## src/rtl/ffha_pkg.sv

```systemverilog
package ffha_pkg;

   // default sizing of the block table and the block header
   localparam int DEF_MAX_BLOCKS   = 64;
   localparam int DEF_HEADER_BYTES = 5;

   // register file
   localparam int          CSR_IDX_W      = 1;
   localparam int          CSR_DATA_W     = 32;
   localparam logic [CSR_IDX_W-1:0] REG_HEAP_BASE = 1'd0;
   localparam logic [CSR_IDX_W-1:0] REG_HEAP_SIZE = 1'd1;
   localparam logic [31:0] HEAP_BASE_RESET = 32'h0000_1000;
   localparam logic [31:0] HEAP_SIZE_RESET = 32'h0100_0000;

   // request operations
   localparam logic OP_ALLOC = 1'b0;
   localparam logic OP_FREE  = 1'b1;

   // response status codes
   localparam int STATUS_W = 3;
   localparam logic [STATUS_W-1:0] ST_OK         = 3'd0;
   localparam logic [STATUS_W-1:0] ST_IGNORED    = 3'd1;
   localparam logic [STATUS_W-1:0] ST_NO_MEMORY  = 3'd2;
   localparam logic [STATUS_W-1:0] ST_TABLE_FULL = 3'd3;
   localparam logic [STATUS_W-1:0] ST_UNKNOWN    = 3'd4;

endpackage

```

## src/rtl/ffha_ram.sv

```systemverilog
module ffha_ram #(
   parameter int WIDTH = 33,
   parameter int DEPTH = 64
) (
   input  logic                     clock,
   input  logic                     wr_en,
   input  logic [$clog2(DEPTH)-1:0] wr_addr,
   input  logic [WIDTH-1:0]         wr_data,
   input  logic [$clog2(DEPTH)-1:0] rd_addr,
   output logic [WIDTH-1:0]         rd_data
);

   logic [WIDTH-1:0] mem [DEPTH];

   // one write port, one registered read port
   always_ff @(posedge clock) begin
      if (wr_en) begin
         mem[wr_addr] <= wr_data;
      end
      rd_data <= mem[rd_addr];
   end

endmodule

```

## src/rtl/ffha_ctrl.sv

```systemverilog
module ffha_ctrl #(
   parameter int MAX_BLOCKS   = ffha_pkg::DEF_MAX_BLOCKS,
   parameter int HEADER_BYTES = ffha_pkg::DEF_HEADER_BYTES
) (
   input  logic                             clock,
   input  logic                             reset,
   // request channel
   input  logic                             req_valid,
   output logic                             req_ready,
   input  logic                             req_operation,
   input  logic [31:0]                      req_request_size,
   input  logic [31:0]                      req_block_address,
   // response channel
   output logic                             rsp_valid,
   input  logic                             rsp_ready,
   output logic [31:0]                      rsp_granted_address,
   output logic [ffha_pkg::STATUS_W-1:0]    rsp_status,
   output logic [31:0]                      rsp_bytes_in_use,
   // heap window
   input  logic [31:0]                      heap_base,
   input  logic [31:0]                      heap_size,
   // block table memory
   output logic                             ram_wr_en,
   output logic [$clog2(MAX_BLOCKS)-1:0]    ram_wr_addr,
   output logic [32:0]                      ram_wr_data,
   output logic [$clog2(MAX_BLOCKS)-1:0]    ram_rd_addr,
   input  logic [32:0]                      ram_rd_data
);

   import ffha_pkg::*;

   localparam int IDX_W = $clog2(MAX_BLOCKS);
   localparam int CNT_W = $clog2(MAX_BLOCKS + 1);
   localparam logic [31:0]      HDR      = 32'(HEADER_BYTES);
   localparam logic [CNT_W-1:0] CNT_FULL = CNT_W'(MAX_BLOCKS);

   typedef enum logic [3:0] {
      S_IDLE = 4'b0001,
      S_WALK = 4'b0010,
      S_BUMP = 4'b0100,
      S_DONE = 4'b1000
   } state_type;

   state_type               state_ff, state_in;
   logic                    op_ff, op_in;
   logic [31:0]             size_ff, size_in;
   logic [31:0]             addr_ff, addr_in;
   logic [IDX_W-1:0]        chk_ff, chk_in;
   logic [CNT_W-1:0]        count_ff, count_in;
   logic [31:0]             bump_ff, bump_in;
   logic [31:0]             used_ff, used_in;
   logic [31:0]             pay_ff, pay_in;
   logic [31:0]             granted_ff, granted_in;
   logic [STATUS_W-1:0]     status_ff, status_in;

   logic                    entry_in_use;
   logic [31:0]             entry_size;
   logic [31:0]             entry_span;
   logic [CNT_W-1:0]        chk_plus;
   logic                    last_entry;
   logic                    req_ignored;
   logic [33:0]             bump_end;

   assign entry_in_use = ram_rd_data[32];
   assign entry_size   = ram_rd_data[31:0];
   assign entry_span   = entry_size + HDR;
   assign chk_plus     = CNT_W'(chk_ff) + CNT_W'(1);
   assign last_entry   = (chk_plus == count_ff);
   assign bump_end     = {2'b00, bump_ff} + {2'b00, size_ff} + {2'b00, HDR};

   assign req_ignored = ((req_operation == OP_ALLOC) && (req_request_size == 32'd0)) ||
                        ((req_operation == OP_FREE) && (req_block_address == 32'd0));

   assign req_ready           = (state_ff == S_IDLE);
   assign rsp_valid           = (state_ff == S_DONE);
   assign rsp_granted_address = granted_ff;
   assign rsp_status          = status_ff;
   assign rsp_bytes_in_use    = used_ff;

   // table read runs one entry ahead of the compare
   assign ram_rd_addr = (state_ff == S_WALK) ? IDX_W'(chk_plus) : '0;

   // sequencer
   always_comb begin
      state_in    = state_ff;
      op_in       = op_ff;
      size_in     = size_ff;
      addr_in     = addr_ff;
      chk_in      = chk_ff;
      count_in    = count_ff;
      bump_in     = bump_ff;
      used_in     = used_ff;
      pay_in      = pay_ff;
      granted_in  = granted_ff;
      status_in   = status_ff;
      ram_wr_en   = 1'b0;
      ram_wr_addr = chk_ff;
      ram_wr_data = {1'b0, entry_size};

      case (state_ff)
         S_IDLE: begin
            if (req_valid) begin
               op_in      = req_operation;
               size_in    = req_request_size;
               addr_in    = req_block_address;
               chk_in     = '0;
               pay_in     = heap_base + HDR;
               granted_in = '0;
               if (req_ignored) begin
                  status_in = ST_IGNORED;
                  state_in  = S_DONE;
               end else if (count_ff != '0) begin
                  state_in = S_WALK;
               end else if (req_operation == OP_ALLOC) begin
                  state_in = S_BUMP;
               end else begin
                  status_in = ST_UNKNOWN;
                  state_in  = S_DONE;
               end
            end
         end

         S_WALK: begin
            if (op_ff == OP_ALLOC) begin
               // first free entry that is large enough
               if (!entry_in_use && (entry_size >= size_ff)) begin
                  ram_wr_en   = 1'b1;
                  ram_wr_data = {1'b1, entry_size};
                  used_in     = used_ff + entry_span;
                  granted_in  = pay_ff;
                  status_in   = ST_OK;
                  state_in    = S_DONE;
               end else if (last_entry) begin
                  state_in = S_BUMP;
               end
            end else begin
               // entry whose payload address matches
               if (pay_ff == addr_ff) begin
                  if (entry_in_use) begin
                     ram_wr_en   = 1'b1;
                     ram_wr_data = {1'b0, entry_size};
                     used_in     = used_ff - entry_span;
                     status_in   = ST_OK;
                  end else begin
                     status_in = ST_UNKNOWN;
                  end
                  state_in = S_DONE;
               end else if (last_entry) begin
                  status_in = ST_UNKNOWN;
                  state_in  = S_DONE;
               end
            end
            chk_in = IDX_W'(chk_plus);
            pay_in = pay_ff + entry_span;
         end

         S_BUMP: begin
            // append a new block at the end of the heap if it ends below heap_size and the table has room
            if (bump_end >= {2'b00, heap_size}) begin
               status_in = ST_NO_MEMORY;
            end else if (count_ff == CNT_FULL) begin
               status_in = ST_TABLE_FULL;
            end else begin
               ram_wr_en   = 1'b1;
               ram_wr_addr = count_ff[IDX_W-1:0];
               ram_wr_data = {1'b1, size_ff};
               count_in    = count_ff + CNT_W'(1);
               granted_in  = heap_base + bump_ff + HDR;
               bump_in     = bump_end[31:0];
               used_in     = used_ff + size_ff + HDR;
               status_in   = ST_OK;
            end
            state_in = S_DONE;
         end

         S_DONE: begin
            if (rsp_ready) begin
               state_in = S_IDLE;
            end
         end

         default: begin
            state_in = S_IDLE;
         end
      endcase
   end

   // control state
   always_ff @(posedge clock) begin
      if (reset) begin
         state_ff <= S_IDLE;
         count_ff <= '0;
         bump_ff  <= '0;
         used_ff  <= '0;
      end else begin
         state_ff <= state_in;
         count_ff <= count_in;
         bump_ff  <= bump_in;
         used_ff  <= used_in;
      end
   end

   // request and response payload
   always_ff @(posedge clock) begin
      op_ff      <= op_in;
      size_ff    <= size_in;
      addr_ff    <= addr_in;
      chk_ff     <= chk_in;
      pay_ff     <= pay_in;
      granted_ff <= granted_in;
      status_ff  <= status_in;
   end

endmodule

```

## src/rtl/first_fit_heap_allocator.sv

```systemverilog
// First-fit heap allocator. Each request (allocate or free) returns one response
// with the granted payload address, a status code and the bytes in use. Blocks
// live in a table memory of MAX_BLOCKS entries, each an in-use flag and a payload
// size, in address order. A request walks that table one entry per clock; an
// allocate with no fitting free entry tries to append a block at the end of the heap.
// Zero-size allocates and frees of address zero skip the walk and are ignored.
// The block accepts no new request until the response is taken.
// heap_base and heap_size should be written only while no request is in flight.
module first_fit_heap_allocator #(
   parameter int MAX_BLOCKS   = ffha_pkg::DEF_MAX_BLOCKS,
   parameter int HEADER_BYTES = ffha_pkg::DEF_HEADER_BYTES
) (
   input  logic                             clock,
   input  logic                             reset,
   // configuration writes
   input  logic                             csr_wr_en,
   input  logic [ffha_pkg::CSR_IDX_W-1:0]   csr_index,
   input  logic [ffha_pkg::CSR_DATA_W-1:0]  csr_wdata,
   // request channel
   input  logic                             req_valid,
   output logic                             req_ready,
   input  logic                             req_operation,
   input  logic [31:0]                      req_request_size,
   input  logic [31:0]                      req_block_address,
   // response channel
   output logic                             rsp_valid,
   input  logic                             rsp_ready,
   output logic [31:0]                      rsp_granted_address,
   output logic [ffha_pkg::STATUS_W-1:0]    rsp_status,
   output logic [31:0]                      rsp_bytes_in_use
);

   import ffha_pkg::*;

   localparam int IDX_W = $clog2(MAX_BLOCKS);

   logic [31:0]       heap_base_ff, heap_base_in;
   logic [31:0]       heap_size_ff, heap_size_in;
   logic              ram_wr_en;
   logic [IDX_W-1:0]  ram_wr_addr;
   logic [32:0]       ram_wr_data;
   logic [IDX_W-1:0]  ram_rd_addr;
   logic [32:0]       ram_rd_data;

   // register writes
   always_comb begin
      heap_base_in = heap_base_ff;
      heap_size_in = heap_size_ff;
      if (csr_wr_en) begin
         case (csr_index)
            REG_HEAP_BASE: heap_base_in = csr_wdata;
            REG_HEAP_SIZE: heap_size_in = csr_wdata;
            default: begin
               heap_base_in = heap_base_ff;
            end
         endcase
      end
   end

   always_ff @(posedge clock) begin
      if (reset) begin
         heap_base_ff <= HEAP_BASE_RESET;
         heap_size_ff <= HEAP_SIZE_RESET;
      end else begin
         heap_base_ff <= heap_base_in;
         heap_size_ff <= heap_size_in;
      end
   end

   // block table: {in_use, size}
   ffha_ram #(
      .WIDTH (33),
      .DEPTH (MAX_BLOCKS)
   ) u_table (
      .clock   (clock),
      .wr_en   (ram_wr_en),
      .wr_addr (ram_wr_addr),
      .wr_data (ram_wr_data),
      .rd_addr (ram_rd_addr),
      .rd_data (ram_rd_data)
   );

   // request sequencer and table walk
   ffha_ctrl #(
      .MAX_BLOCKS   (MAX_BLOCKS),
      .HEADER_BYTES (HEADER_BYTES)
   ) u_ctrl (
      .clock               (clock),
      .reset               (reset),
      .req_valid           (req_valid),
      .req_ready           (req_ready),
      .req_operation       (req_operation),
      .req_request_size    (req_request_size),
      .req_block_address   (req_block_address),
      .rsp_valid           (rsp_valid),
      .rsp_ready           (rsp_ready),
      .rsp_granted_address (rsp_granted_address),
      .rsp_status          (rsp_status),
      .rsp_bytes_in_use    (rsp_bytes_in_use),
      .heap_base           (heap_base_ff),
      .heap_size           (heap_size_ff),
      .ram_wr_en           (ram_wr_en),
      .ram_wr_addr         (ram_wr_addr),
      .ram_wr_data         (ram_wr_data),
      .ram_rd_addr         (ram_rd_addr),
      .ram_rd_data         (ram_rd_data)
   );

endmodule

```

## config.mk

```make
export PLATFORM = sky130hd
export DESIGN_NAME = first_fit_heap_allocator
export DESIGN_NICKNAME = d
export VERILOG_FILES = /design/src/rtl/ffha_pkg.sv /design/src/rtl/ffha_ram.sv /design/src/rtl/ffha_ctrl.sv /design/src/rtl/first_fit_heap_allocator.sv
export SDC_FILE = /design/constraint.sdc
export NUM_CORES = 2
export LEC_CHECK = 0
export ABC_AREA = 1
export BUFFER_PORTS_ARGS = -buffer_cell sky130_fd_sc_hd__buf_2
export CORE_ASPECT_RATIO = 0.75
export CORE_MARGIN = 1.5
export CORE_UTILIZATION = 40
export CTS_CLUSTER_DIAMETER = 30
export DETAILED_ROUTE_END_ITERATION = 10
export GPL_TIMING_DRIVEN = 0
export SYNTH_ARGS = -nofsm -noshare
export SYNTH_HDL_FRONTEND = slang
export SYNTH_HIERARCHICAL = 1
export SYNTH_SLANG_ARGS = --single-unit
export TNS_END_PERCENT = 20
```

## constraint.sdc

```tcl
create_clock -name clock -period 11.3 [get_ports clock]
set_input_delay 1.695 -clock clock [delete_from_list [all_inputs] [get_ports clock]]
set_output_delay 1.695 -clock clock [all_outputs]
set_load 0.005 [all_outputs]
```

==> flow_metrics.py <==
metrics = {
    "status": {
        "status": "finished, violations left",
        "violations": "DRC, capacitance limit, slew limit",
    },
    "critical_path": {
        "end_kind": "flop",
        "rrSetupSlack_ps": 1220,
        "worstSetupStartpointType": "flop",
        "r2r-start": "u_ctrl/size_ff[2]",
        "crit_fanout": 11,
        "r2r_cells": 32,
        "cp.arrival_ps": 10710,
        "critPathCapture": "u_table/mem[54][19]",
        "critPathKind": "flop to flop",
        "crit_start": "u_ctrl/size_ff[2]",
        "critical_path.max_stage_delay_ps": 990,
        "worstReg2RegEnd": "u_table/mem[54][19]",
        "cpMaxStageDelayCell": "nor4_2",
        "required_ps": 11930,
    },
    "sta": {
        "slew_viol_final": 44,
        "slew_headroom_pct": -10.3,
        "rsz0062_at_grt": "no",
        "tns_ps": 0,
        "period_needed_ps": 10080,
        "fin_crit_sh_pct": 89.2,
        "finalSetupViolations": 0,
        "hold_viol_final": 0,
        "finClkSkew_ps": 71.0,
        "timing.hold.ws_ps": 488,
        "clock.fmax_mhz": 99.2,
        "worstMarginPinSlew_ps": 1650,
        "worst_slack_ps": 1220,
    },
    "routing": {
        "wl_met1_um": 199000,
        "drc": 3,
        "dr_wl_met3_um": 83800,
        "postRouteAntennaNets": 0,
        "vias_per_cell": 5.93,
        "wl_met2_um": 183000,
        "top_layer_used": "met5",
        "dr_total_vias": 92900,
        "wl_um": 487000,
        "dr.pass1.iters": 11,
        "wl_per_cell_um": 31.1,
        "first_iter_violations": 17200,
    },
    "layout": {
        "area_growth_pct": 22.5,
        "stdcell_count": 15700,
        "layout_commonest_cell": "nand2_1",
        "drive_gt1_share_pct": 14.4,
        "fin_nets": 12000,
        "final_cell_mix": "nand2_1 (3,057), edfxtp_1 (2,250), nand3_1 (2,145)",
        "fin_area_mm2": 0.136,
        "postLayoutCoreUtil_pct": 49.3,
    },
    "cts": {
        "cts_tree": "done",
        "cts_resized": 0,
        "h-tree-depth": 5,
        "cts_hold_buf": 0,
        "clk_latency_ps": 960,
        "postCtsSetupRepairBufs": 0,
        "cts_buffers": 425,
        "cts_root_buffer": "clkbuf_16",
        "cts_max_path_buffers": 4,
        "clkTransAtPathRegs_ps": 50,
        "cts_sinks": 2422,
    },
    "synth": {
        "ys_types": 67,
        "synth_ff_type": "edfxtp_1",
        "synthesis.instances": 10700,
        "syn_area_per_cell_um2": 10.4,
        "async_flop_share_pct": 0,
        "yosys.area.top_type_share_pct": 60.7,
        "synthesis.area_mm2": 0.111,
        "synth_top_cell_by_area": "edfxtp_1",
        "synth_warnings": 6,
        "synth_edf_count": 2250,
        "yosysSeqAreaShare_pct": 63.8,
        "syn_nets": 11100,
        "synth-seq-cells": 2422,
        "synth.area.top_cells": "edfxtp_1 (61%), nand2_1 (10%), nand3_1 (9.6%)",
    },
    "place": {
        "placed_area_mm2": 0.122,
        "dp_hpwl_um": 365000,
        "gp_congestion": 1.03,
        "dpl_worst_slack_ps": 1510,
        "numPortBuffers": 170,
        "dp_cells": 14800,
    },
    "power": {
        "p_total_mw": 30.9,
        "p_leak_nw": 52.6,
        "peakVddDrop_mv": 0.145,
        "powerDensity_mw_per_mm2": 227,
    },
    "grt": {
        "grt_pass1_wl_um": 656000,
        "antenna_found_initial": 53,
        "grt_overflow": 0,
        "grt_max_degree": 35,
        "grt_pass1_vias": 83200,
        "grt_usage_pct": 33.6,
    },
    "floorplanning": {
        "ioPinCount": 172,
        "core.rowCount": 167,
        "core_mm2": 0.276,
        "dieArea_mm2": 0.282,
        "die_width_um": 612,
        "start_util_pct": 40.3,
        "die_h_um": 460,
    },
    "job": {
        "maxCapViolations": 4,
    },
    "hold_path": {
        "min_path_type": "flop to flop",
    },
}
==> how the worst min path moves through the flow <==
stage | from | end | cells after the start
after global placement | u_ctrl/count_ff[6] | u_ctrl/count_ff[6] | 2
after floorplan | heap_size_ff[24] | heap_size_ff[24] | 2
after CTS | heap_size_ff[10] | heap_size_ff[10] | 2
after detailed placement | heap_size_ff[1] | heap_size_ff[1] | 2
final | heap_size_ff[10] | heap_size_ff[10] | 2
after global routing | heap_size_ff[1] | heap_size_ff[1] | 2
==> cells in the mapped netlist, types with 68 or more instances <==
cell	count
buf_2	233
dfxtp_1	172
nor2_1	551
clkbuf_1	122
a21oi_1	294
edfxtp_1	2250
ha_1	317
inv_1	467
xor2_1	109
buf_6	68
o21ai_0	288
nand2_1	3057
nand3_1	2145
==> power by group <==
part / switching (mW) / internal, mW
registers: 0.550 / 10.8
clock network: 4.57 / 8.46
logic: 4.75 / 1.75
==> registers in the layout (all words and copies together) (netlist names) <==
name                        cells
u_table/rd_data                33
heap_base_ff                   32
u_ctrl/bump_ff                 32
heap_size_ff                   32
u_ctrl/op_ff                    1
u_ctrl/rsp_bytes_in_use        32
u_ctrl/rsp_granted_address     32
u_ctrl/addr_ff                 32
u_ctrl/pay_ff                  32
u_ctrl/count_ff                 7
u_ctrl/size_ff                 32
u_ctrl/rsp_status               3
u_ctrl/state_ff                 4
u_ctrl/chk_ff                   6
u_table/mem                  2112
==> critical path: cells and delay by family, from the launching register on <==
family / cells / cell delay (ps)
AND/OR/NAND/NOR: 12 / 3590
buffers and inverters: 9 / 2510
AO/OA/AOI/OAI: 7 / 1510
adder cells (fa/ha/maj): 3 / 1220
flip-flops: 1 / 480
XOR/XNOR: 1 / 430
==> routing by layer <==
metal	global-route usage [%]	vias up
met5	0.892	-
met4	12.7	28
met3	14.7	1136
met2	43.2	7206
met1	48.8	45200
li1	-	39300
==> cell families (layout without fill, tap and decap cells) <==
| family | count (synthesis) | in the layout | synth area share, % |
|---|---|---|---|
| simple gates | 5989 | 5989 | 23.2 |
| flops | 2422 | 2422 | 63.8 |
| buf+inv | 1027 | 2266 | 4.44 |
| compound gates | 754 | 754 | 3.74 |
| fa+ha+maj | 322 | 322 | 3.65 |
| xor+xnor | 151 | 151 | 1.19 |
| mux | 1 | 1 | 0.0101 |
| other cells | 0 | 33 | 0 |
==> layout make-up <==
class / count / area (µm²)
sequential: 2422 / 71000
tap: 3718 / 4650
clock inverter: 301 / 3490
antenna: 33 / 82.6
clock buffer: 478 / 11000
multi-input combinational: 7217 / 36100
timing repair buffer: 460 / 5050
inverter: 484 / 1820
buffer: 543 / 3130
fill: 24700 / 140000
(Power assumes the default switching activity.)
